$ cat config.mk
export PLATFORM = sky130hd
export DESIGN_NAME = kbd_cmd_queue
export DESIGN_NICKNAME = d
export VERILOG_FILES = /design/src/sv/kbd_pkg.sv /design/src/sv/kbd_cmd_queue.sv
export SDC_FILE = /design/constraint.sdc
export NUM_CORES = 1
export LEC_CHECK = 0
export BUFFER_PORTS_ARGS = -buffer_cell sky130_fd_sc_hd__buf_2
export CORE_AREA = 10 10 70 72
export DETAILED_ROUTE_END_ITERATION = 8
export DIE_AREA = 0 0 80 82
export PLACE_DENSITY = 0.77
export SETUP_SLACK_MARGIN = 0.02
export SLEW_MARGIN = 20
export SYNTH_ARGS = -nofsm -noshare
export SYNTH_HDL_FRONTEND = slang
export SYNTH_SLANG_ARGS = --single-unit
export TNS_END_PERCENT = 30
$ cat constraint.sdc
create_clock -name aclk -period 4.2 [get_ports aclk]
set_input_delay 0.21 -clock aclk [delete_from_list [all_inputs] [get_ports aclk]]
set_output_delay 0.21 -clock aclk [all_outputs]
set_load 0.01 [all_outputs]
$ cat src/sv/kbd_pkg.sv
// ----------------------------------------------------------------------------
// kbd_pkg: shared types, scan codes and key maps
// Scan set 1 codes, translation tables and the command word that the
// classifier hands to the character store.
// ----------------------------------------------------------------------------
package kbd_pkg;

    localparam int DEFAULT_FIFO_DEPTH = 1024;
    localparam int QUEUE_DEPTH        = 4;
    localparam int QPTR_W             = $clog2(QUEUE_DEPTH);
    localparam int QCNT_W             = $clog2(QUEUE_DEPTH + 1);
    localparam int CHAR_W             = 7;

    // scan set 1 bytes
    localparam logic [7:0] SC_LSHIFT     = 8'h2A;
    localparam logic [7:0] SC_RSHIFT     = 8'h36;
    localparam logic [7:0] SC_LSHIFT_BRK = 8'hAA;
    localparam logic [7:0] SC_RSHIFT_BRK = 8'hB6;
    localparam logic [7:0] SC_CAPS       = 8'h3A;
    localparam logic [7:0] SC_CAPS_BRK   = 8'hBA;
    localparam logic [7:0] SC_CTRL       = 8'h1D;
    localparam logic [7:0] SC_CTRL_BRK   = 8'h9D;
    localparam logic [7:0] SC_ALT        = 8'h38;
    localparam logic [7:0] SC_ALT_BRK    = 8'hB8;
    localparam logic [7:0] SC_ESCAPE     = 8'hE0;
    localparam logic [7:0] MAP_LAST      = 8'h53;
    localparam logic [7:0] EMPTY_CHAR    = 8'hFF;

    // command kinds
    localparam logic [1:0] CMD_NONE  = 2'd0;
    localparam logic [1:0] CMD_WRITE = 2'd1;
    localparam logic [1:0] CMD_READ  = 2'd2;

    typedef struct packed {
        logic [1:0]        kind;
        logic [CHAR_W-1:0] ch;
        logic              ctrl;
        logic              alt;
    } cmd_t;

    localparam logic [CHAR_W-1:0] MAP_LO [0:83] = '{
        7'h00, 7'h1B, 7'h31, 7'h32, 7'h33, 7'h34, 7'h35, 7'h36,
        7'h37, 7'h38, 7'h39, 7'h30, 7'h2D, 7'h3D, 7'h08, 7'h09,
        7'h71, 7'h77, 7'h65, 7'h72, 7'h74, 7'h79, 7'h75, 7'h69,
        7'h6F, 7'h70, 7'h5B, 7'h5D, 7'h0D, 7'h00, 7'h61, 7'h73,
        7'h64, 7'h66, 7'h67, 7'h68, 7'h6A, 7'h6B, 7'h6C, 7'h3B,
        7'h27, 7'h23, 7'h00, 7'h5C, 7'h7A, 7'h78, 7'h63, 7'h76,
        7'h62, 7'h6E, 7'h6D, 7'h2C, 7'h2E, 7'h2F, 7'h00, 7'h00,
        7'h00, 7'h20, 7'h00, 7'h00, 7'h00, 7'h00, 7'h00, 7'h00,
        7'h00, 7'h00, 7'h00, 7'h00, 7'h00, 7'h00, 7'h00, 7'h00,
        7'h00, 7'h00, 7'h2D, 7'h34, 7'h35, 7'h36, 7'h2B, 7'h31,
        7'h32, 7'h33, 7'h30, 7'h2E
    };

    localparam logic [CHAR_W-1:0] MAP_HI [0:83] = '{
        7'h00, 7'h1B, 7'h21, 7'h22, 7'h3F, 7'h24, 7'h25, 7'h5E,
        7'h26, 7'h2A, 7'h28, 7'h29, 7'h5F, 7'h2B, 7'h08, 7'h09,
        7'h51, 7'h57, 7'h45, 7'h52, 7'h54, 7'h59, 7'h55, 7'h49,
        7'h4F, 7'h50, 7'h7B, 7'h7D, 7'h0D, 7'h00, 7'h41, 7'h53,
        7'h44, 7'h46, 7'h47, 7'h48, 7'h4A, 7'h4B, 7'h4C, 7'h3A,
        7'h40, 7'h7E, 7'h00, 7'h7C, 7'h5A, 7'h58, 7'h43, 7'h56,
        7'h42, 7'h4E, 7'h4D, 7'h3C, 7'h3E, 7'h3F, 7'h00, 7'h00,
        7'h00, 7'h20, 7'h00, 7'h00, 7'h00, 7'h00, 7'h00, 7'h00,
        7'h00, 7'h00, 7'h00, 7'h00, 7'h00, 7'h00, 7'h00, 7'h00,
        7'h00, 7'h00, 7'h2D, 7'h34, 7'h35, 7'h36, 7'h2B, 7'h31,
        7'h32, 7'h33, 7'h30, 7'h2E
    };

    function automatic logic is_letter(input logic [CHAR_W-1:0] c);
        return ((c >= 7'h61) && (c <= 7'h7A)) || ((c >= 7'h41) && (c <= 7'h5A));
    endfunction

    // zero means the make code yields no character
    function automatic logic [CHAR_W-1:0] map_char(input logic [7:0] code,
                                                   input logic       shift,
                                                   input logic       caps);
        logic [6:0]        idx;
        logic [CHAR_W-1:0] lo;
        logic [CHAR_W-1:0] hi;
        logic [CHAR_W-1:0] c;
        idx = (code <= MAP_LAST) ? code[6:0] : 7'd0;
        lo  = MAP_LO[idx];
        hi  = MAP_HI[idx];
        if ((code > MAP_LAST) || (lo == '0)) begin
            c = '0;
        end else if (caps) begin
            c = shift ? lo : hi;
            if (!is_letter(c)) begin
                c = shift ? hi : lo;
            end
        end else begin
            c = shift ? hi : lo;
        end
        return c;
    endfunction

endpackage

$ cat src/sv/kbd_cmd_queue.sv
// ----------------------------------------------------------------------------
// kbd_cmd_queue: short command queue
// Small register queue that decouples the classifier from the store.
// ----------------------------------------------------------------------------
module kbd_cmd_queue (
    input  logic          aclk,
    input  logic          aresetn,
    input  logic          push_valid,
    output logic          push_ready,
    input  kbd_pkg::cmd_t push_cmd,
    output logic          pop_valid,
    input  logic          pop_ready,
    output kbd_pkg::cmd_t pop_cmd
);

    kbd_pkg::cmd_t                entry_reg [kbd_pkg::QUEUE_DEPTH];
    logic [kbd_pkg::QPTR_W-1:0]   wr_ptr_reg, wr_ptr_next;
    logic [kbd_pkg::QPTR_W-1:0]   rd_ptr_reg, rd_ptr_next;
    logic [kbd_pkg::QCNT_W-1:0]   count_reg, count_next;
    logic                         push, pop;

    localparam logic [kbd_pkg::QPTR_W-1:0] LAST = kbd_pkg::QPTR_W'(kbd_pkg::QUEUE_DEPTH - 1);

    assign push_ready = (count_reg != kbd_pkg::QCNT_W'(kbd_pkg::QUEUE_DEPTH));
    assign pop_valid  = (count_reg != '0);
    assign pop_cmd    = entry_reg[rd_ptr_reg];
    assign push       = push_valid && push_ready;
    assign pop        = pop_valid && pop_ready;

    always_comb begin
        wr_ptr_next = wr_ptr_reg;
        rd_ptr_next = rd_ptr_reg;
        count_next  = count_reg;
        if (push) begin
            wr_ptr_next = (wr_ptr_reg == LAST) ? '0 : wr_ptr_reg + 1'b1;
        end
        if (pop) begin
            rd_ptr_next = (rd_ptr_reg == LAST) ? '0 : rd_ptr_reg + 1'b1;
        end
        if (push && !pop) begin
            count_next = count_reg + 1'b1;
        end else if (pop && !push) begin
            count_next = count_reg - 1'b1;
        end
    end

    always_ff @(posedge aclk) begin
        if (!aresetn) begin
            wr_ptr_reg <= '0;
            rd_ptr_reg <= '0;
            count_reg  <= '0;
        end else begin
            wr_ptr_reg <= wr_ptr_next;
            rd_ptr_reg <= rd_ptr_next;
            count_reg  <= count_next;
        end
    end

    always_ff @(posedge aclk) begin
        if (push) begin
            entry_reg[wr_ptr_reg] <= push_cmd;
        end
    end

endmodule

==> impl_metrics.ini, run 1 <==
[floorplan]
die_area_um2 = 6560
die_w_um = 80
core_um2 = 3580
fp.dieH_um = 82
io_pins = 28
start_util_pct = 57.7
rows = 22

[power_and_ir_drop]
p_switching_w = 0.000366
vdd_drop_max_mv = 0.327
p_per_area_nw_per_um2 = 586
p_clk_share_pct = 23.8
leakage_nw = 0.839
seqPwrFrac_pct = 51.5
switching_share_pct = 26.7
p_int_w = 0.00101
pwr-share-comb_pct = 24.7

[cts]
cts_resized = 0
cts_max_path_buffers = 2
htree_levels = 2
root_buffer = clkbuf_4
tritoncts = done
post_cts_buffers = 0
cts-buffers-inserted = 5
cts.sinks = 53
clk-insertion-delay-late_ns = 0.35
clk_pin_slew_ns = 0.14
cts_hold_buf = 0

[grt]
grt_pass1_wl_mm = 5.21
grt_max_degree = 17
antenna_found_initial = 0
grt_pass1_vias = 1050
grt_util_all_layers_pct = 10.5
gr-total-overflow = 0

[yosys]
syn-cell-area_um2 = 2060
avgSynthCellArea_um2 = 19.1
synth_flop_cell = edfxtp_1
yosysTopAreaCellShare_pct = 64.0
yosys.area.top_type = edfxtp_1
ys_warn_count = 0
synthesis.nets = 130
ys_ff_latch = 53
synth_area_leaders = edfxtp_1 (64%), mux4_2 (12%), dfxtp_1 (8.7%)
post_synth_num_cell_types = 25
async_flop_share_pct = 0
yosysSeqAreaShare_pct = 72.8
syn_inst = 108
synth_edf_count = 44

[worst_hold_path]
hp-class = input pin to register
min_path_cells = 1

[detailed_routing]
drtAntennaViolNets = 0
wire_per_inst_um = 17.1
drcViolationCount = 0
routed_wl_mm = 3.20
avgViaCountPerCell = 5.48
firstDrtPassIters = 4
vias = 1024
drt_iter0_drc = 89

[placement]
dpl_worst_slack_ns = 1.82
routabilityCongestion = 0.767
io_buffers = 27
place_hpwl_mm = 2.31
placed_cells = 179

[critical_path]
path_depth = 7
worstPathRequired_ns = 4.49
path_buf_inv = 1
regToRegSetupSlack_ns = 1.82
start_kind = register
cpPeakStageDelay_ns = 0.48
crit_chain = o31ai_1, ha_1, inv_1, fa_1, xor2_1, or3_2, a21boi_0
end_kind = register
slowest_stage = o31ai_1
crit_fanout = 5
path_class = register to register
worstPathArrival_ns = 2.67
cp_top_family = adder cells
rr_worst_depth = 7

[timing]
fin_ws_ns = 1.82
finalSetupViolations = 0
fmax_ghz = 0.420
skew_ns = 0.00965
relSlewSlack_pct = 50.1
setup_tns_ns = 0
fin_crit_ns = 2.38
hold_viol_final = 0
slew_violations = 0
tightest_slew_ns = 0.748
final.period_utilization_pct = 56.7
rsz0062_at_grt = false
hold_ws_ns = 0.0639

[run]
max_cap_violations = 0

[layout]
area_growth_pct = 13.6
most-common-layout-cells = edfxtp_1 (44), buf_2 (27), mux4_2 (11), dfxtp_1 (9), ha_1 (6)
antenna_cells = 0
final_common_cell = edfxtp_1
nFillCells = 263
drive_above_1_share_pct = 38.1
largest_reg_flops = 44
fin_nets = 160
finalNonFillerCells = 187
finalCoreUtilization_pct = 65.5

[status]
status = complete, no violations
## per-stage QoR
stage,area [um^2],power (W)
2_1_floorplan,2060,0.000949
4_1_cts,2340,0.00139
6_report,2340,0.00137
5_1_grt,2340,0.00145
3_5_place_dp,2240,0.00107
3_3_place_gp,2240,0.00105
## cell families (layout without fill, tap and decap cells)
family                   count (synthesis)  in the layout  synth area share [%]
multiplexers                            13             13                  13.0
XOR/XNOR                                 2              2                 0.849
flip-flops                              53             53                  72.8
AND/OR/NAND/NOR                         20             20                  5.70
buffers and inverters                    7             38                  1.39
adder cells (fa/ha/maj)                  7              7                  4.61
AO/OA/AOI/OAI                            6              6                  1.70
## power groups by stage
stage                     clock network (W)  registers (W)  logic (W)
after floorplan                           0       0.000684   0.000266
after global placement                    0       0.000716   0.000331
after detailed placement                  0       0.000723   0.000348
after CTS                          0.000335       0.000711   0.000349
after global routing               0.000356       0.000722   0.000375
final                              0.000327       0.000708   0.000339
## per-layer routing
| metal | vias up | routed length (um) | global-route usage [%] |
|---|---|---|---|
| li1 | 484 | - | - |
| met1 | 515 | 1240 | 10.7 |
| met2 | 23 | 1770 | 19.0 |
| met3 | 2 | 176 | 3.93 |
| met4 | 0 | 19 | 4.40 |
| met5 | - | 0 | 0 |
## final timing paths
| kind | from | endpoint |
|---|---|---|
| worst min-delay path | push_cmd[10] | entry_reg[0][10] |
| worst max register to register | count_reg[0] | count_reg[2] |
| worst min register to register | wr_ptr_reg[1] | wr_ptr_reg[1] |
| worst max-delay path | count_reg[0] | count_reg[2] |
## synth_stat cells (2+ instances only)
library cell	count
nand3_1	2
nor2_1	2
dfxtp_1	9
mux4_2	11
mux2i_1	2
inv_1	3
or3_2	2
ha_1	6
nand2_1	5
and3_2	4
edfxtp_1	44
clkbuf_1	2
o21ai_0	4
## area by class of cell
| type | count | area [um^2] | area share (%) |
|---|---|---|---|
| Inverter | 3 | 11.3 | 0.481 |
| Sequential cell | 53 | 1500 | 64.1 |
| Clock inverter | 3 | 65.1 | 2.78 |
| Multi-Input combinational cell | 48 | 533 | 22.7 |
| Clock buffer | 5 | 37.5 | 1.60 |
| Tap cell | 48 | 60.1 | 2.56 |
| Timing Repair Buffer | 27 | 135 | 5.77 |
(Power assumes the default switching activity.)
==> inputs of run 2 (changes only) <==
CORE_AREA = 10 10 72 74   (was 10 10 70 72)
DIE_AREA = 0 0 82 84   (was 0 0 80 82)
PLACE_DENSITY = 0.72   (was 0.77)
clock period = 2.3 ns   (was 4.2 ns; I/O delays follow)
==> run 2 against run 1 <==
Clock skew fell by 0.0018 ns; worst hold slack got worse by 0.043 ns; critical path depth rose by 1; maximum frequency rose by 12%; clock power rose by 82%; sequential power rose by 79%; setup slack got worse by 1.6 ns; die area rose by 5.0%; sequential cell count did not move; first-iteration DRC count rose by 30%; routed wire length rose by 4.7%; combinational power rose by 110%; largest cell class unchanged; largest power group unchanged.
==> impl_metrics.ini, run 2 (synthesis gave the netlist of run 1 again) <==
[cts]
clk-insertion-delay-late_ns = 0.30
cts.sinks = 53
tritoncts = done
root_buffer = clkbuf_8
clk_pin_slew_ns = 0.09
htree_levels = 2
post_cts_buffers = 0
cts_hold_buf = 0
cts_max_path_buffers = 2
cts_resized = 0
cts-buffers-inserted = 5

[worst_hold_path]
hp-class = input pin to register

[critical_path]
path_class = register to register
cp-startpoint = count_reg[1]
rr_worst_depth = 8
r2r_start = count_reg[1]
regToRegSetupSlack_ns = 0.17
worstPathArrival_ns = 2.36
crit_chain = or3b_1, and2_4, ha_1, inv_1, fa_1, xor2_1, or3_2, a21boi_1
end_kind = register
rr_endpoint = count_reg[2]
cpPeakStageDelay_ns = 0.41
start_kind = register
worstPathRequired_ns = 2.54
crit_path_end = count_reg[2]
crit_fanout = 5
slowest_stage = or3_2

[grt]
grt.busiest_layer = met2
gr-total-overflow = 0
grt_pass1_vias = 1127
met1_usage_pct = 11.9
met2_usage_pct = 17.2
grt_pass1_wl_mm = 5.45
grt_util_all_layers_pct = 10.7
grt_max_degree = 16
antenna_found_initial = 0
met3_usage_pct = 4.09

[timing]
relSlewSlack_pct = 62.0
finalSetupViolations = 0
tightest_slew_ns = 0.569
skew_ns = 0.00785
rsz0062_at_grt = false
fmax_ghz = 0.470
fin_crit_ns = 2.13
final.period_utilization_pct = 92.6
hold_ws_ns = 0.0208
setup_tns_ns = 0
slew_violations = 0
hold_viol_final = 0

[layout]
most-common-layout-cells = edfxtp_1 (44), buf_2 (27), mux4_2 (11), ha_1 (6), dfxtp_1 (6)
fin_area_um2 = 2380
largest_reg_flops = 44
finalNonFillerCells = 192
antenna_cells = 0
area_growth_pct = 15.4
fin_nets = 163
final_common_cell = edfxtp_1
drive_above_1_share_pct = 40.8

[floorplan]
rows = 23
start_util_pct = 53.5
fp.dieH_um = 84
core_um2 = 3860
die_w_um = 82
die_area_um2 = 6890
io_pins = 28

[detailed_routing]
drtAntennaViolNets = 0
routed_wl_mm = 3.36
firstDrtPassIters = 3
drcViolationCount = 0
wire_per_inst_um = 17.5
avgViaCountPerCell = 5.38
vias = 1033
drt_iter0_drc = 116

[placement]
place_area_um2 = 2270
place_hpwl_mm = 2.33
io_buffers = 27
placed_cells = 184
routabilityCongestion = 0.678

[power_and_ir_drop]
leakage_nw = 0.852
p_per_area_nw_per_um2 = 1080
power.total_w = 0.00256
vdd_drop_max_mv = 0.573

[status]
status = complete, no violations

[run]
max_cap_violations = 0
==> run 2: metal layers <==
| layer | share of wire (%) | vias to the layer above |
|---|---|---|
| met5 | 0 | - |
| met4 | 2.2 | 0 |
| met3 | 6.6 | 5 |
| met2 | 52 | 23 |
| met1 | 39 | 517 |
| li1 | - | 488 |
==> run 2: final cells by class <==
| cell class | instances | area (um^2) |
|---|---|---|
| Timing Repair Buffer | 30 | 158 |
| Fill cell | 304 | 1480 |
| Inverter | 3 | 11.3 |
| Tap cell | 50 | 62.6 |
| Clock inverter | 2 | 33.8 |
| Sequential cell | 53 | 1510 |
| Clock buffer | 6 | 72.6 |
| Multi-Input combinational cell | 48 | 538 |
==> run 2: how the worst min path moves through the flow <==
stage | startpoint | to | depth (start not counted)
6_report | push_cmd[6] | entry_reg[3][6] | 1
5_1_grt | push_cmd[2] | entry_reg[0][2] | 1
4_1_cts | push_cmd[2] | entry_reg[2][2] | 1
3_5_place_dp | push_cmd[6] | entry_reg[3][6] | 1
3_3_place_gp | push_cmd[3] | entry_reg[2][3] | 1
2_1_floorplan | push_cmd[0] | entry_reg[0][0] | 0
==> run 2: per-stage QoR <==
step                util [%]  setup WS (ns)
floorplan                  -          0.115
global placement        58.8          0.232
detailed placement      58.8          0.126
CTS                     61.5         0.0995
global route            61.7        0.00604
finish                  61.7          0.171
==> run 2: power breakdown <==
group / internal [W] / total, W / switching, W / leakage [nW]
Combinational: 0.000359 / 0.000701 / 0.000342 / 0.321
Clock: 0.000321 / 0.000596 / 0.000275 / 0.0528
Sequential: 0.00118 / 0.00127 / 0.0000852 / 0.478
Total: 0.00186 / 0.00256 / 0.000703 / 0.852
==> run 2: critical path, delay by kind of cell, from the launching register on <==
kind / cells / cell delay [ns]
and+or+nand+nor: 3 / 0.98
buffers and inverters: 1 / 0.08
AOI/OAI and AO/OA: 1 / 0.14
DFF: 1 / 0.36
adders and majority gates: 2 / 0.41
xor gates and xnor gates: 1 / 0.09
