`config.mk`:
```
export PLATFORM = sky130hd
export DESIGN_NAME = kbd_front
export DESIGN_NICKNAME = d
export VERILOG_FILES = /design/src/sv/kbd_pkg.sv /design/src/sv/kbd_front.sv
export SDC_FILE = /design/constraint.sdc
export NUM_CORES = 1
export LEC_CHECK = 0
export ABC_AREA = 1
export BUFFER_PORTS_ARGS = -buffer_cell sky130_fd_sc_hd__buf_2
export CORE_AREA = 2 2 67 69
export DETAILED_ROUTE_END_ITERATION = 8
export DIE_AREA = 0 0 69 71
export PLACE_DENSITY = 0.76
export REMOVE_ABC_BUFFERS = 1
export SETUP_SLACK_MARGIN = 0.2
export SLEW_MARGIN = 40
export SYNTH_ARGS = -nofsm -noshare
export SYNTH_HDL_FRONTEND = slang
export SYNTH_SLANG_ARGS = --single-unit
```
`constraint.sdc`:
```
create_clock -name aclk -period 5.57 [get_ports aclk]
set_input_delay 0.557 -clock aclk [delete_from_list [all_inputs] [get_ports aclk]]
set_output_delay 0.557 -clock aclk [all_outputs]
set_load 0.01 [all_outputs]
```
`src/sv/kbd_pkg.sv`:
```
// ----------------------------------------------------------------------------
// kbd_pkg: shared types, scan codes and key maps
// Scan set 1 codes, translation tables and the command word that the
// classifier hands to the character store.
// ----------------------------------------------------------------------------
package kbd_pkg;

    localparam int DEFAULT_FIFO_DEPTH = 1024;
    localparam int QUEUE_DEPTH        = 4;
    localparam int QPTR_W             = $clog2(QUEUE_DEPTH);
    localparam int QCNT_W             = $clog2(QUEUE_DEPTH + 1);
    localparam int CHAR_W             = 7;

    // scan set 1 bytes
    localparam logic [7:0] SC_LSHIFT     = 8'h2A;
    localparam logic [7:0] SC_RSHIFT     = 8'h36;
    localparam logic [7:0] SC_LSHIFT_BRK = 8'hAA;
    localparam logic [7:0] SC_RSHIFT_BRK = 8'hB6;
    localparam logic [7:0] SC_CAPS       = 8'h3A;
    localparam logic [7:0] SC_CAPS_BRK   = 8'hBA;
    localparam logic [7:0] SC_CTRL       = 8'h1D;
    localparam logic [7:0] SC_CTRL_BRK   = 8'h9D;
    localparam logic [7:0] SC_ALT        = 8'h38;
    localparam logic [7:0] SC_ALT_BRK    = 8'hB8;
    localparam logic [7:0] SC_ESCAPE     = 8'hE0;
    localparam logic [7:0] MAP_LAST      = 8'h53;
    localparam logic [7:0] EMPTY_CHAR    = 8'hFF;

    // command kinds
    localparam logic [1:0] CMD_NONE  = 2'd0;
    localparam logic [1:0] CMD_WRITE = 2'd1;
    localparam logic [1:0] CMD_READ  = 2'd2;

    typedef struct packed {
        logic [1:0]        kind;
        logic [CHAR_W-1:0] ch;
        logic              ctrl;
        logic              alt;
    } cmd_t;

    localparam logic [CHAR_W-1:0] MAP_LO [0:83] = '{
        7'h00, 7'h1B, 7'h31, 7'h32, 7'h33, 7'h34, 7'h35, 7'h36,
        7'h37, 7'h38, 7'h39, 7'h30, 7'h2D, 7'h3D, 7'h08, 7'h09,
        7'h71, 7'h77, 7'h65, 7'h72, 7'h74, 7'h79, 7'h75, 7'h69,
        7'h6F, 7'h70, 7'h5B, 7'h5D, 7'h0D, 7'h00, 7'h61, 7'h73,
        7'h64, 7'h66, 7'h67, 7'h68, 7'h6A, 7'h6B, 7'h6C, 7'h3B,
        7'h27, 7'h23, 7'h00, 7'h5C, 7'h7A, 7'h78, 7'h63, 7'h76,
        7'h62, 7'h6E, 7'h6D, 7'h2C, 7'h2E, 7'h2F, 7'h00, 7'h00,
        7'h00, 7'h20, 7'h00, 7'h00, 7'h00, 7'h00, 7'h00, 7'h00,
        7'h00, 7'h00, 7'h00, 7'h00, 7'h00, 7'h00, 7'h00, 7'h00,
        7'h00, 7'h00, 7'h2D, 7'h34, 7'h35, 7'h36, 7'h2B, 7'h31,
        7'h32, 7'h33, 7'h30, 7'h2E
    };

    localparam logic [CHAR_W-1:0] MAP_HI [0:83] = '{
        7'h00, 7'h1B, 7'h21, 7'h22, 7'h3F, 7'h24, 7'h25, 7'h5E,
        7'h26, 7'h2A, 7'h28, 7'h29, 7'h5F, 7'h2B, 7'h08, 7'h09,
        7'h51, 7'h57, 7'h45, 7'h52, 7'h54, 7'h59, 7'h55, 7'h49,
        7'h4F, 7'h50, 7'h7B, 7'h7D, 7'h0D, 7'h00, 7'h41, 7'h53,
        7'h44, 7'h46, 7'h47, 7'h48, 7'h4A, 7'h4B, 7'h4C, 7'h3A,
        7'h40, 7'h7E, 7'h00, 7'h7C, 7'h5A, 7'h58, 7'h43, 7'h56,
        7'h42, 7'h4E, 7'h4D, 7'h3C, 7'h3E, 7'h3F, 7'h00, 7'h00,
        7'h00, 7'h20, 7'h00, 7'h00, 7'h00, 7'h00, 7'h00, 7'h00,
        7'h00, 7'h00, 7'h00, 7'h00, 7'h00, 7'h00, 7'h00, 7'h00,
        7'h00, 7'h00, 7'h2D, 7'h34, 7'h35, 7'h36, 7'h2B, 7'h31,
        7'h32, 7'h33, 7'h30, 7'h2E
    };

    function automatic logic is_letter(input logic [CHAR_W-1:0] c);
        return ((c >= 7'h61) && (c <= 7'h7A)) || ((c >= 7'h41) && (c <= 7'h5A));
    endfunction

    // zero means the make code yields no character
    function automatic logic [CHAR_W-1:0] map_char(input logic [7:0] code,
                                                   input logic       shift,
                                                   input logic       caps);
        logic [6:0]        idx;
        logic [CHAR_W-1:0] lo;
        logic [CHAR_W-1:0] hi;
        logic [CHAR_W-1:0] c;
        idx = (code <= MAP_LAST) ? code[6:0] : 7'd0;
        lo  = MAP_LO[idx];
        hi  = MAP_HI[idx];
        if ((code > MAP_LAST) || (lo == '0)) begin
            c = '0;
        end else if (caps) begin
            c = shift ? lo : hi;
            if (!is_letter(c)) begin
                c = shift ? hi : lo;
            end
        end else begin
            c = shift ? hi : lo;
        end
        return c;
    endfunction

endpackage

```
`src/sv/kbd_front.sv`:
```
// ----------------------------------------------------------------------------
// kbd_front: scan byte classifier
// Tracks modifier and escape state and turns each beat into a command.
// ----------------------------------------------------------------------------
module kbd_front (
    input  logic          aclk,
    input  logic          aresetn,
    input  logic          in_valid,
    input  logic          in_read,
    input  logic [7:0]    in_code,
    input  logic          in_ready,
    output kbd_pkg::cmd_t cmd
);

    logic escape_reg, escape_next;
    logic caps_reg, caps_next;
    logic shift_reg, shift_next;
    logic ctrl_reg, ctrl_next;
    logic alt_reg, alt_next;
    logic [kbd_pkg::CHAR_W-1:0] ch;

    always_comb begin
        escape_next = escape_reg;
        caps_next   = caps_reg;
        shift_next  = shift_reg;
        ctrl_next   = ctrl_reg;
        alt_next    = alt_reg;
        cmd.kind    = kbd_pkg::CMD_NONE;
        cmd.ch      = '0;
        ch          = kbd_pkg::map_char(in_code, shift_reg, caps_reg);
        if (in_read) begin
            cmd.kind = kbd_pkg::CMD_READ;
        end else begin
            unique case (in_code) inside
                kbd_pkg::SC_LSHIFT, kbd_pkg::SC_RSHIFT:         shift_next = 1'b1;
                kbd_pkg::SC_LSHIFT_BRK, kbd_pkg::SC_RSHIFT_BRK: shift_next = 1'b0;
                kbd_pkg::SC_CAPS:     caps_next   = 1'b1;
                kbd_pkg::SC_CAPS_BRK: caps_next   = 1'b0;
                kbd_pkg::SC_CTRL:     ctrl_next   = 1'b1;
                kbd_pkg::SC_CTRL_BRK: ctrl_next   = 1'b0;
                kbd_pkg::SC_ALT:      alt_next    = 1'b1;
                kbd_pkg::SC_ALT_BRK:  alt_next    = 1'b0;
                kbd_pkg::SC_ESCAPE:   escape_next = 1'b1;
                default: begin
                    // make codes only; other break codes fall through untouched
                    if (!in_code[7]) begin
                        if (!escape_reg && (ch != '0)) begin
                            cmd.kind = kbd_pkg::CMD_WRITE;
                            cmd.ch   = ch;
                        end
                        escape_next = 1'b0;
                    end
                end
            endcase
        end
        cmd.ctrl = ctrl_next;
        cmd.alt  = alt_next;
    end

    always_ff @(posedge aclk) begin
        if (!aresetn) begin
            escape_reg <= 1'b0;
            caps_reg   <= 1'b0;
            shift_reg  <= 1'b0;
            ctrl_reg   <= 1'b0;
            alt_reg    <= 1'b0;
        end else if (in_valid && in_ready) begin
            escape_reg <= escape_next;
            caps_reg   <= caps_next;
            shift_reg  <= shift_next;
            ctrl_reg   <= ctrl_next;
            alt_reg    <= alt_next;
        end
    end

endmodule

```
==> impl_summary.txt, run 1 <==
----------------------------------------------------
[Setup path]
  Critical path class ... in2out
  Critical Path Source Type ... input pin
  CP most frequent cell ... sky130_fd_sc_hd__nand2_1
  Largest incremental delay on the critical path ... approximately 0.36 ns
  Cell type of the slowest stage on the worst timing path ... sky130_fd_sc_hd__buf_2
  Maximum fanout along the worst path ... 22
  Element type at the critical path end ... output pin
  Critical path data required time ... between 5 and 6 ns
  WP data arrival ... ~4 ns

[Power]
  P per Cell Area ... approximately 130 nW/um^2
  P_leak ... between 1 and 1.5 nW
  VDD IR-drop max ... approximately 0.2 mV

[Floorplanning]
  Floorplan die area ... 4900 um^2
  Die width ... a little under 70 um
  Row Count ... 24
  Core area ... about 4200 um^2
  I/O pin count ... 24
  Initial standard-cell utilization of the core ... 0.558
  Die boundary height ... approximately 70 um

[Yosys]
  Sequential share of the synthesized area ... 0.0427
  Number of distinct library cells after synthesis ... 44
  Total standard cell area after synthesis ... 2340 um^2
  Number of enable-type register cells in the synthesized netlist ... 0
  Mapped Avg Cell Area ... around 5.5 um^2
  Synthesis-stage register bit count ... 5
  Most used flip-flop cell after synthesis ... sky130_fd_sc_hd__dfxtp_1
  Ys async rst share ... 0
  Synth warnings ... 0
  Cells after synthesis ... approximately 430

[Run status]
  Status ... finished, final reports clean

[Timing]
  Headroom to the max-slew limit ... 0.619
  Period minus WS final ... about 4.6 ns
  Transition time at the pin with the least slew margin ... between 0.5 and 0.6 ns
  Post-route worst setup slack ... 0.938 ns
  Final-layout worst hold slack ... approximately 0.45 ns
  Highest attainable clock frequency ... between 0.2 and 0.25 GHz
  Final total negative setup slack ... 0 ns
  Max Slew Vio Count ... 0
  Worst clock skew ... 0 ns
  Unrepaired setup endpoints after global routing ... no
  Final count of negative-setup-slack endpoints ... 0
  Final Hold Viols ... 0
  Fin crit share ... 0.832

[Finish]
  Leading cell types in the layout, fill and taps excluded ... sky130_fd_sc_hd__nand2_1 (125), sky130_fd_sc_hd__nand3_1 (69), sky130_fd_sc_hd__inv_1 (44)
  Area overhead of the layout relative to synthesis ... 3.25%
  Fill cell count ... 420
  Number of diodes added for antenna fixing ... 0
  Nets ... between 400 and 500
  Final cell count without fillers ... roughly 480
  Most common library cell in the layout ignoring fill and taps ... sky130_fd_sc_hd__nand2_1
  Share of cells above drive strength 1 ... 0.160
  Summed area of non-filler cells in the final layout ... 2420 um^2

[Flow run]
  Total of max-cap violations ... 0

[Clock tree]
  Number of hold buffers added after CTS ... 0
  H-tree levels ... 1
  Setup fix buffers added after clock tree synthesis ... 0
  TritonCTS clock tree ... done
  Clock-pin slew on the worst setup and hold paths ... ~0.04 ns
  TritonCTS Sinks ... 5
  Clock buffer count from CTS ... 3
  Clock Tree Root ... sky130_fd_sc_hd__clkbuf_8
  Clock latency reported for the late side of the worst-skew pair ... approximately 0.22 ns
  Post-cts sizing count ... 0
  Largest buffer count on any clock path ... 2

[Placement]
  HPWL reported at the end of detailed placement ... between 5 and 6 mm
  Instance area at placement ... approximately 2400 um^2
  I/O Buffers ... 23
  Number of placed instances with taps included ... between 400 and 500
  Final RePlAce weighted congestion ... between 1 and 1.5
  Worst slack after detailed placement ... 1.04 ns

[Routing]
  Mean number of vias per cell ... roughly 6
  Final wirelength ... approximately 7.0 mm
  Total number of vias ... approximately 3000
  Wire per inst ... between 10 and 15 um
  Initial drt markers ... roughly 250
  Drt first pass iters ... 5
  Post-route DRC violation count ... 0
  Detail Route Antenna Nets ... 0

[Global route]
  Wire length of the first global-routing pass ... approximately 12 mm
  Total global-route track usage ... 0.289
  Vias in the first global route ... between 2000 and 3000
  Overflow left after global routing ... 0
  Antenna violations before repair ... 0
  Largest net degree at the start of global routing ... 29

[Worst hold path]
  Type of the most critical hold path ... reg2reg

----------------------------------------------------
## final timing paths
check,startpoint,endpoint,slack [ns],cells past startpoint
max reg2reg,shift_reg,shift_reg,4.19,3
min reg2reg,caps_reg,caps_reg,0.45,2
max,in_code[2],cmd[6],0.94,29
min,caps_reg,caps_reg,0.45,2
## kinds of logic (layout without fill, tap and decap cells)
logic type / after synthesis / count (layout) / share of synthesized area
multiplexers: 1 / 1 / 0.00427
flip-flops: 5 / 5 / 0.0427
adder cells (fa/ha/maj): 12 / 12 / 0.0640
AO/OA/AOI/OAI: 60 / 60 / 0.174
buffers and inverters: 75 / 81 / 0.155
AND/OR/NAND/NOR: 273 / 273 / 0.560
## cell usage after synthesis (2+ instances only)
cell                          n  area, um^2
sky130_fd_sc_hd__nor2_2       5        31.3
sky130_fd_sc_hd__nor3_1       5        25.0
sky130_fd_sc_hd__nand3b_1     2        15.0
sky130_fd_sc_hd__nand2_2      9        56.3
sky130_fd_sc_hd__nand3_4      2        35.0
sky130_fd_sc_hd__dfxtp_1      5         100
sky130_fd_sc_hd__o2111ai_1    2        17.5
sky130_fd_sc_hd__nand2_8      2        40.0
sky130_fd_sc_hd__buf_4        8        60.1
sky130_fd_sc_hd__nand2_1    125         469
sky130_fd_sc_hd__a31oi_1      2        12.5
sky130_fd_sc_hd__inv_1       44         165
sky130_fd_sc_hd__nor2_1      33         124
sky130_fd_sc_hd__a21oi_4      2        32.5
sky130_fd_sc_hd__a21oi_1     13        65.1
sky130_fd_sc_hd__nor4_1       2        12.5
sky130_fd_sc_hd__nand3_1     69         345
sky130_fd_sc_hd__nand4_1     12        75.1
sky130_fd_sc_hd__nand2_4      4        45.0
sky130_fd_sc_hd__a21o_1       2        15.0
sky130_fd_sc_hd__o211ai_2     2        25.0
sky130_fd_sc_hd__o21ai_1      8        40.0
sky130_fd_sc_hd__buf_6        3        33.8
sky130_fd_sc_hd__buf_2       10        50.1
sky130_fd_sc_hd__nand3_2      2        20.0
sky130_fd_sc_hd__o211ai_1     3        22.5
sky130_fd_sc_hd__o21ai_0     14        70.1
sky130_fd_sc_hd__o31ai_1      2        15.0
sky130_fd_sc_hd__ha_1        12         150
sky130_fd_sc_hd__a21oi_2      2        17.5
sky130_fd_sc_hd__inv_2        7        26.3
## worst max-delay path, delay by kind of cell
family	cells	cell delay, ns
adder cells (fa/ha/maj)	1	0.25
buffers and inverters	5	0.84
AND/OR/NAND/NOR	22	2.30
AO/OA/AOI/OAI	1	0.11
## where the power goes
part / internal, mW / leakage (nW) / switching [mW]
logic: 0.0659 / 1.23 / 0.144
clock network: 0.0491 / 0.0228 / 0.0172
registers: 0.0372 / 0.0407 / 0.000521
total: 0.152 / 1.29 / 0.162
## final cells by class
cell class	count	area, um^2	area share
multi-input combinational	346	1890	0.779
inverter	52	195	0.0806
timing repair buffer	25	130	0.0537
sequential	5	100	0.0413
tap	52	65.1	0.0269
clock buffer	4	45.0	0.0186
## per-stage QoR
| stage | power (mW) | util |
|---|---|---|
| finish | 0.314 | 0.576 |
| global route | 0.342 | 0.576 |
| CTS | 0.309 | 0.575 |
| detailed placement | 0.242 | 0.564 |
| global placement | 0.241 | 0.564 |
| floorplan | 0.188 | - |
## layer usage
metal	GRT usage	part of all wire
met1	0.381	0.42
met2	0.493	0.45
met4	0.102	0.045
met5	0	0
met3	0.0285	0.084
Power figures use the tool's default switching activity.
==> run 2, diff against run 1 <==
- ABC_AREA: 1 -> 0
- CORE_AREA: 2 2 67 69 -> 2 2 71 73
- DIE_AREA: 0 0 69 71 -> 0 0 73 75
- PLACE_DENSITY: 0.76 -> 0.75
- clock period: 5.57 -> 4.2 ns (I/O delays scaled with it)
==> run 2 against run 1 <==
The run now ends with setup timing left. Area after synthesis is 7.5% higher. Register-to-register slack worse by 0.96 ns. Via count is 22% higher. Clock power is 44% higher. Total power is 69% higher. Design area is 40% higher. Critical path depth is 4 lower. Flip-flop and latch count stayed put. Count of clock-buffer cells in the layout stayed put. Critical path type unchanged. Critical endpoint is now cmd[9]. Largest cell class unchanged.
==> impl_summary.txt, run 2 <==
----------------------------------------------------
[Power]
  Combinational share of power ... 0.729
  Total power ... 529 uW
  Psw ... between 200 and 300 uW
  Cell Int Power ... around 280 uW
  Flop pwr share ... 0.090
  Power share of the clock group ... 0.181
  P per Cell Area ... between 150 and 200 nW/um^2
  Proportion of total power due to net switching ... 0.477
  P_leak ... 1.34 nW
  VDD IR-drop max ... roughly 0.17 mV

[Placement]
  HPWL reported at the end of detailed placement ... ~6.7 mm
  Final RePlAce weighted congestion ... between 1 and 1.5
  I/O Buffers ... 23

[Yosys]
  Total standard cell area after synthesis ... roughly 2500 um^2
  Library cell with the largest summed area after synthesis ... sky130_fd_sc_hd__o21ai_0
  Leading cell type by number of instances after synthesis ... sky130_fd_sc_hd__nand2_1
  Number of distinct library cells after synthesis ... 74
  Sequential share of the synthesized area ... 0.0397
  Synthesis-stage register bit count ... 5
  Number of enable-type register cells in the synthesized netlist ... 0
  Cells after synthesis ... about 390
  Most used flip-flop cell after synthesis ... sky130_fd_sc_hd__dfxtp_1
  Mapped Avg Cell Area ... between 6 and 7 um^2
  Synth warnings ... 0
  Ys async rst share ... 0
  Top cells by area in the synthesized netlist ... sky130_fd_sc_hd__o21ai_0 (6.2%), sky130_fd_sc_hd__nand2_1 (6.1%), sky130_fd_sc_hd__ha_1 (6.0%)
  Most frequent cells after synthesis ... sky130_fd_sc_hd__nand2_1 (41), sky130_fd_sc_hd__o21ai_0 (31), sky130_fd_sc_hd__nor2_1 (29)
  Share of Yosys cell area claimed by the top area cell type ... 0.0616

[Routing]
  Detail Route Antenna Nets ... 0
  Wire per inst ... around 22 um
  Initial drt markers ... roughly 600
  Post-route DRC violation count ... 0
  Final wirelength ... 10.7 mm
  Drt first pass iters ... 8
  Total number of vias ... between 3000 and 4000
  Mean number of vias per cell ... between 7 and 8

[Global route]
  Largest net degree at the start of global routing ... slightly above 40
  Total global-route track usage ... 0.374
  Wire length of the first global-routing pass ... 16.0 mm
  Vias in the first global route ... about 3200
  Antenna violations before repair ... 0
  Overflow left after global routing ... 0

[Run status]
  Status ... finished, violations left
  Failing checks ... setup timing

[Finish]
  Leading cell types in the layout, fill and taps excluded ... sky130_fd_sc_hd__buf_4 (60), sky130_fd_sc_hd__nand2_1 (37), sky130_fd_sc_hd__nor2_1 (28)
  Area overhead of the layout relative to synthesis ... 34.3%
  Number of diodes added for antenna fixing ... 0
  Nets ... 464
  Most common library cell in the layout ignoring fill and taps ... sky130_fd_sc_hd__buf_4
  Fill cell count ... between 300 and 400
  Post-layout utilization of the core ... 0.726
  Share of cells above drive strength 1 ... 0.358

[Clock tree]
  Clock buffer count from CTS ... 3
  Clock Tree Root ... sky130_fd_sc_hd__clkbuf_8
  TritonCTS clock tree ... done
  TritonCTS Sinks ... 5
  Largest buffer count on any clock path ... 2
  Clock latency reported for the late side of the worst-skew pair ... 0.23 ns
  Clock-pin slew on the worst setup and hold paths ... around 0.040 ns
  H-tree levels ... 1
  Number of hold buffers added after CTS ... 0

[Flow run]
  Total of max-cap violations ... 0

[Setup path]
  Critical Path Source Type ... input pin
  Critical path data required time ... around 3.8 ns
  WP data arrival ... between 3 and 4 ns
  Maximum fanout along the worst path ... 4
  Critical path class ... in2out
  Element type at the critical path end ... output pin

[Timing]
  Highest attainable clock frequency ... between 0.2 and 0.25 GHz
  Final count of negative-setup-slack endpoints ... 1
  Unrepaired setup endpoints after global routing ... yes
  Headroom to the max-slew limit ... 0.609
  Transition time at the pin with the least slew margin ... approximately 0.59 ns
  Period minus WS final ... between 4 and 5 ns
  Post-route worst setup slack ... -0.000478 ns
  Final total negative setup slack ... -0.000478 ns
  Final-layout worst hold slack ... 0.441 ns
  Final Hold Viols ... 0
  Max Slew Vio Count ... 0
  Fin crit share ... 1.00
  Worst clock skew ... 0 ns

[Worst hold path]
  Type of the most critical hold path ... in2reg

[Floorplanning]
  Floorplan die area ... approximately 5500 um^2
  Die boundary height ... ~75 um
  Row Count ... 25
  I/O pin count ... 24
  Core area ... between 4000 and 5000 um^2
  Die width ... 73 um
  Initial standard-cell utilization of the core ... 0.541

----------------------------------------------------
-- run 2: worst paths after layout --
check | slack, ns | end | start | cells after the start
hold reg to reg | 0.47 | ctrl_reg | ctrl_reg | 2
setup / recovery | -0.0005 | cmd[9] | in_code[3] | 25
setup reg to reg | 3.23 | shift_reg | shift_reg | 3
hold / removal | 0.44 | alt_reg | aresetn | 2
-- run 2: cells by family (layout without fill, tap and decap cells) --
family	after synthesis	count (layout)	share of synthesized area
compound gates	138	138	0.378
buf+inv	51	103	0.103
simple gates	165	165	0.350
mux	14	14	0.0591
xor+xnor	1	1	0.0109
fa+ha+maj	12	12	0.0596
flops	5	5	0.0397
-- run 2: metal layers --
metal | vias to the layer above | track usage | routed length, um
met5 | - | 0 | 0
met1 | 1605 | 0.500 | 4050
met2 | 328 | 0.580 | 4490
met3 | 104 | 0.0656 | 1300
met4 | 0 | 0.181 | 855
li1 | 1551 | - | -
-- run 2: per-stage QoR --
stage                     cells  worst slack [ns]  cell area [um^2]
after floorplan             349            0.0410              2310
after global placement      471           0.00232              2830
after detailed placement    471            -0.110              2830
after CTS                   487             0.196              3150
after global routing        492           -0.0657              3380
final                       492         -0.000478              3380
-- run 2: power groups by stage --
stage | sequential [mW] | combinational [mW] | clock, mW
finish | 0.0478 | 0.386 | 0.0956
global route | 0.0478 | 0.404 | 0.100
floorplan | 0.0486 | 0.156 | 0
global placement | 0.0486 | 0.277 | 0
detailed placement | 0.0486 | 0.278 | 0
CTS | 0.0478 | 0.322 | 0.0989
-- run 2: final cells by class --
class,instances,area [um^2],area share
multi-input combinational,330,2500,0.740
sequential,5,100,0.0296
inverter,14,55.1,0.0163
tap,54,67.6,0.0200
timing repair buffer,85,613,0.181
clock buffer,4,45.0,0.0133
-- run 2: critical path, stage by stage --
cell,delay [ns]
sky130_fd_sc_hd__buf_6,0.09
sky130_fd_sc_hd__o211a_4,0.25
sky130_fd_sc_hd__nor2_4,0.19
sky130_fd_sc_hd__nand2_4,0.10
sky130_fd_sc_hd__inv_2,0.15
sky130_fd_sc_hd__ha_4,0.17
sky130_fd_sc_hd__buf_4,0.11
sky130_fd_sc_hd__and3b_1,0.23
sky130_fd_sc_hd__a211oi_2,0.05
sky130_fd_sc_hd__a21o_2,0.26
sky130_fd_sc_hd__a221oi_4,0.28
sky130_fd_sc_hd__buf_4,0.17
sky130_fd_sc_hd__buf_4,0.11
sky130_fd_sc_hd__buf_4,0.11
sky130_fd_sc_hd__buf_4,0.10
sky130_fd_sc_hd__buf_4,0.09
sky130_fd_sc_hd__buf_4,0.09
sky130_fd_sc_hd__buf_4,0.10
sky130_fd_sc_hd__buf_4,0.09
sky130_fd_sc_hd__buf_4,0.11
sky130_fd_sc_hd__o32ai_2,0.08
sky130_fd_sc_hd__nand2_1,0.08
sky130_fd_sc_hd__nand2_1,0.05
sky130_fd_sc_hd__a31oi_1,0.16
sky130_fd_sc_hd__buf_2,0.15
-- run 2: repair_timing --
item	4_1_cts	5_1_grt
buffers inserted	12	5
pin swaps	21	26
gates cloned	0	0
endpoints found under the setup margin	8	8
hold endpoints to repair	0	0
gates resized for setup	44	37
